--- src/hdl/flt_pkg.sv ---
package flt_pkg;

	// Result kinds carried on the master-side tuser
	localparam logic [2:0] KIND_COUNTED = 3'd0;
	localparam logic [2:0] KIND_NEW     = 3'd1;
	localparam logic [2:0] KIND_DROPPED = 3'd2;
	localparam logic [2:0] KIND_REPORT  = 3'd3;
	localparam logic [2:0] KIND_EMPTY   = 3'd4;

	// Input command codes on the slave-side tuser
	localparam logic CMD_PACKET = 1'b0;
	localparam logic CMD_TICK   = 1'b1;

	// Configuration register byte addresses
	localparam logic [2:0] ADDR_TTL_RELOAD = 3'd0;
	localparam logic [7:0] TTL_RESET       = 8'd4;

	typedef enum logic [2:0] {
		ST_IDLE,
		ST_P_LOOK,
		ST_P_UPD,
		ST_T_ORD,
		ST_T_ENT,
		ST_T_PROC,
		ST_T_FIN
	} state_t;

	// One stored flow: key, interval counters, instance number and lifetime
	typedef struct packed {
		logic [31:0] addr;
		logic [8:0]  proto;
		logic [15:0] port;
		logic [31:0] bytes;
		logic [31:0] pkts;
		logic [6:0]  inst;
		logic [7:0]  life;
	} entry_t;

	// Commands from the controller to the datapath
	typedef struct packed {
		logic cap_pkt;
		logic cap_tick;
		logic look;
		logic pkt_emit;
		logic ord_rd;
		logic ent_rd;
		logic kill;
		logic surv;
		logic fin;
	} cmd_t;

	// Status from the datapath to the controller
	typedef struct packed {
		logic is_tick;
		logic no_flows;
		logic ord_done;
		logic slot_valid;
		logic life_le1;
		logic pend_v;
		logic out_free;
	} status_t;

endpackage

--- src/hdl/flt_ctrl.sv ---
module flt_ctrl
	import flt_pkg::*;
(
	input  logic    clk,
	input  logic    arst_n,
	input  logic    s_tvalid,
	output logic    s_tready,
	input  status_t st,
	output cmd_t    cmd
);

	state_t state_q, state_d;

	// State register
	always_ff @(posedge clk or negedge arst_n) begin
		if (!arst_n) begin
			state_q <= ST_IDLE;
		end else begin
			state_q <= state_d;
		end
	end

	// Next state and commands
	always_comb begin
		state_d  = state_q;
		cmd      = '0;
		s_tready = 1'b0;
		case (state_q)
			ST_IDLE: begin
				s_tready = 1'b1;
				if (s_tvalid) begin
					if (st.is_tick) begin
						cmd.cap_tick = 1'b1;
						state_d = st.no_flows ? ST_T_FIN : ST_T_ORD;
					end else begin
						cmd.cap_pkt = 1'b1;
						state_d = ST_P_LOOK;
					end
				end
			end
			ST_P_LOOK: begin
				cmd.look = 1'b1;
				state_d  = ST_P_UPD;
			end
			ST_P_UPD: begin
				if (st.out_free) begin
					cmd.pkt_emit = 1'b1;
					state_d = ST_IDLE;
				end
			end
			ST_T_ORD: begin
				if (st.ord_done) begin
					state_d = ST_T_FIN;
				end else begin
					cmd.ord_rd = 1'b1;
					state_d = ST_T_ENT;
				end
			end
			ST_T_ENT: begin
				cmd.ent_rd = 1'b1;
				state_d = ST_T_PROC;
			end
			ST_T_PROC: begin
				if (!st.slot_valid) begin
					state_d = ST_T_ORD;
				end else if (st.life_le1) begin
					cmd.kill = 1'b1;
					state_d = ST_T_ORD;
				end else if (!st.pend_v || st.out_free) begin
					cmd.surv = 1'b1;
					state_d = ST_T_ORD;
				end
			end
			ST_T_FIN: begin
				if (st.out_free) begin
					cmd.fin = 1'b1;
					state_d = ST_IDLE;
				end
			end
			default: begin
				state_d = ST_IDLE;
			end
		endcase
	end

endmodule

--- config.mk ---
export PLATFORM = sky130hd
export DESIGN_NAME = flt_ctrl
export DESIGN_NICKNAME = d
export VERILOG_FILES = /design/src/hdl/flt_pkg.sv /design/src/hdl/flt_ctrl.sv
export SDC_FILE = /design/constraint.sdc
export NUM_CORES = 1
export LEC_CHECK = 0
export BUFFER_PORTS_ARGS = -buffer_cell sky130_fd_sc_hd__clkbuf_2
export CORE_AREA = 10 10 47 49
export CTS_BUF_LIST = sky130_fd_sc_hd__clkbuf_16
export CTS_CLUSTER_DIAMETER = 40
export CTS_CLUSTER_SIZE = 25
export DETAILED_ROUTE_END_ITERATION = 12
export DIE_AREA = 0 0 57 59
export PLACE_DENSITY_LB_ADDON = 0.12
export SYNTH_ARGS = -nofsm -noshare
export SYNTH_HDL_FRONTEND = slang
export SYNTH_SLANG_ARGS = --single-unit
export TNS_END_PERCENT = 20
--- constraint.sdc ---
create_clock -name clk -period 1.7 [get_ports clk]
set_clock_uncertainty 0.1 [all_clocks]
set_input_delay 0.17 -clock clk [delete_from_list [all_inputs] [get_ports clk]]
set_output_delay 0.17 -clock clk [all_outputs]
set_load 0.01 [all_outputs]
=== After elaboration in Yosys (flattened, before gate mapping) ===
Index checks and enable logic that the tools add are counted.

* Bits in registers: 3
* Output and inout bits: 10

* Equal/unequal tests: 9
* Mux-type cells: 26
* Reduce and logical (&&, ||, !) cells: 5

{| class="wikitable"
|+ Operators with widths
! operator !! count
|-
| $mux 3 || 7
|-
| $pmux 3 s6 || 1
|-
| $mux 1 || 13
|-
| $mux 2 || 5
|-
| $eq 3x3->1 const B || 3
|-
| $eq 3x2->1 const B || 2
|-
| $ne 4x4->1 const B || 1
|-
| $eq 3x1->1 const B || 1
|-
| $logic_not 3->1 || 1
|-
| $reduce_and 3->1 || 1
|-
| $ne 2x1->1 const B || 1
|-
| $ne 2x2->1 const B || 1
|-
| $reduce_or 2->1 || 1
|-
| $logic_not 1->1 || 1
|-
| $logic_or 1x1->1 || 1
|}

=== Logic depth before layout (Yosys ltp) ===
* Depth after elaboration: 6
* Depth in mapped cells: 4
* Mapped depth without buffers: 3

=== Worst setup path after synthesis ===
No wires, ideal clock.

* Path kind: register to register
* Start point: register state_q[0]
* End point: register state_q[2]
* Arrival: 1.171 ns
* Setup slack: 0.304 ns
* Stages on the path, launching flop included: 5
* Path buffers: 1
* Clock period less this slack: 1.396 ns
* Cells stage by stage: dfrtp_1 > buf_6 > and4b_4 > a211oi_2 > mux2_4

* Longest elaborated chain between the ends: 4

{| class="wikitable"
|+ Ends and longest elaborated chain
! what !! line !! source
|-
| start: declaration || flt_ctrl.sv:12 || <nowiki>state_t state_q, state_d;</nowiki>
|-
| start signal: assignment || flt_ctrl.sv:19 || <nowiki>state_q <= state_d;</nowiki>
|-
| $eq 3x3->1 or $eq 3x2->1 (tied branches) || flt_ctrl.sv:28 || <nowiki>case (state_q)</nowiki>
|-
| $reduce_or 2->1 (no line) || - ||
|-
| $ne 2x1->1 (no line) || - ||
|-
| $reduce_and 3->1 (no line) || - ||
|}

Parallel ways exist; a longest one is shown, timed or not.
A chain may end at the register's enable or synchronous reset.

==> results.md <==
* Setup crit start kind: flip-flop
* IO Count at 20
* Final instance area at 558 µm²
* Max FFs per register at 3
* Final Net Count at 73
* Multiplexer share of the synthesized area at under 10%
* Crit Path Class: flip-flop to output port
* Initial Util at roughly a quarter
* Synth Net Count at 48
* Top Family by Delay on Critical Path: flip-flops
* Gr ovfl total at 0
* Status: finished, final reports clean
* IO Port Bufs at 19
* Largest net degree at the start of global routing at 11
* Xor and xnor fraction of the mapped netlist area at 0%
* Sum of negative setup slack at 0 ns
* # placed instances at 73
* CTS max path bufs at 2
* P_leak at 0.271 nW
* Relative slew slack at about four fifths
* First-pass iteration count of the detailed router at 2
* Top cells by count, synth: dfrtp_1, nand2_1, nor2_1
* Antenna Nets Post-Route at 0
* Distinct cells, synth at 26
* Fraction of layout cells with a size suffix above 1 at 56.5%
* Fmax at 617 MHz
* R2R setup slack at 0.24 ns
* P per Cell Area at 1810 nW/µm²
* TritonCTS clock tree: built
* Post-synth EDFFs at 0
* Slowest-stage cell, CP: dfrtp_2
* Minimum clock period at 1.62 ns
* Crit. End Element: output port
* Worst Path Max Fanout at 10
* H-tree depth at 1
* Total global-route track usage at 6.71%
* Routability cong. at 0.711
* Die Wd at roughly 57 µm
* RSZ-0062 raised after global routing: no
* Critical-path cell list: and4b_4, nor3b_2, clkbuf_2
* Largest regs: state_q (3)
* Slew Viols, Final at 0
* DP Area at 449 µm²
* Die Span Y at 59 µm
* Gate Count Post-Synth at 38
* Vias in the first global route at 420
* Via count at roughly 380
* Core Region at between 1000 and 1500 µm²
* CTS Root Cell: clkbuf_16
* WP buf/inv at 1
* Setup-failing EPs final at 0
* First-pass GRT wire length at 1.80 mm
* DR DRC count at 0
* Synth Area in Simple Gates at 48.0%
* Final Cycle Share at 95.3%
* Initial DRC Count at 3
* Post-synth ARST share at 100%
* Top cells by area, synth: dfrtp_1, buf_6, nor4_4
* Mapped cell area at 339 µm²
* Skew-Pair Late Insertion Delay at roughly 0.22 ns
* WL/cell at 13.4 µm
* Final Routed Wirelength at between 1 and 1.5 mm
* Yosys warnings at 0
* Worst-margin pin slew at 0.279 ns
* Postcts setup bufs at 0
* Top FF cell, synth: dfrtp_1
* Largest family of logic cells by synthesized area: simple AND/OR/NAND/NOR gates
* Peak supply drop at 626 µV
* Post-Synth Adder-Cell Area at 0%
* Area grow syn2layout at 64.6%
* Row cnt at 14
* Initial antenna violation count at 0
* Largest reg by FF count: state_q
* Via/cell ratio at 4.86
* Die area at 3360 µm²
* CTS buffer count at 3
* Sequential area share after synthesis at 22.1%
* Final Power at 1.01 mW
* Hpwl dp at roughly 860 µm
* #FFs+latches synth at 3
* Fin cells at 78
* CP max stage delay at 0.50 ns
* Avg Cell Area, Syn at between 8 and 9 µm²
* Sink Count at 3
* Reg clk slew, reported paths at 0.03 ns
* # Max-Cap Violations at 0
* Post-synth top area share at 22.1%
* Post-synth top area cell: dfrtp_1
* Final Hold Fails at 0
* Compound-Gate Fraction of Synth Area at between 10% and 20%
* HP Class: input port to async pin
* Arrival time at the worst endpoint at roughly 1.4 ns
* Diodes inserted at 0
* Worst EP required at roughly 1.4 ns
placed cells by master (no fill, tap or decap), types with 2 or more instances in the layout:
| master | netlist | routed |
|---|---|---|
| clkbuf_2 | 0 | 19 |
| clkbuf_16 | 0 | 3 |
| nand2_1 | 3 | 3 |
| inv_1 | 2 | 3 |
| buf_4 | 0 | 3 |
| dfrtp_2 | 0 | 2 |
| nor2_1 | 3 | 3 |
| and3_1 | 2 | 2 |
| and2_1 | 2 | 2 |
| a21oi_1 | 2 | 2 |
| nor3b_2 | 1 | 2 |
report_power, final:
part / switching, mW / internal (mW) / total, mW
Sequential: 0.0907 / 0.111 / 0.202
Combinational: 0.207 / 0.235 / 0.443
Clock: 0.0626 / 0.303 / 0.366
Total: 0.361 / 0.649 / 1.01
final cells by class:
class / instances / area (µm²)
Clock buffer: 3 / 75.1
Clock inverter: 1 / 3.75
Fill cell: 148 / 843
Inverter: 2 / 7.51
Multi-Input combinational cell: 30 / 246
Sequential cell: 3 / 77.6
Tap cell: 16 / 20.0
Timing Repair Buffer: 23 / 128
repair_timing:
| item | CTS | global route |
|---|---|---|
| pin swaps | 0 | 0 |
| hold buffers | 1 | 0 |
| resized for setup | 1 | 4 |
| hold endpoints to repair | 3 | 0 |
| setup endpoints to repair | 1 | 3 |
final timing paths:
kind | from | to | cells after the start
max | state_q[0] | cmd[1] | 3
min reg2reg | state_q[2] | state_q[1] | 2
min in group clk | st[4] | state_q[1] | 4
min | arst_n | state_q[0] | 2
max in group asynchronous | arst_n | state_q[2] | 2
max reg2reg | state_q[0] | state_q[2] | 3
logic make-up (layout without fill, tap and decap cells):
kind of cell | count (synthesis) | in the layout
flops | 3 | 3
buf+inv | 5 | 29
mux | 1 | 1
simple gates | 22 | 22
compound gates | 7 | 7
metal layers:
metal	global-route usage [%]	vias to the layer above	wire, µm
met4	7.05	0	38
met2	9.15	15	468
met5	0	-	0
li1	-	186	-
met1	7.64	174	453
met3	2.36	4	85
per-stage QoR:
stage,hold slack [ns],utilization [%],setup slack [ns]
4_1_cts,0.190,38.5,0.0463
6_report,0.185,39.8,0.0798
3_3_place_gp,-0.126,32.1,0.161
3_5_place_dp,-0.130,32.1,0.170
5_1_grt,0.200,39.8,0.00419
2_1_floorplan,-0.226,-,0.304
No activity file was read; power rests on OpenSTA's default activity.
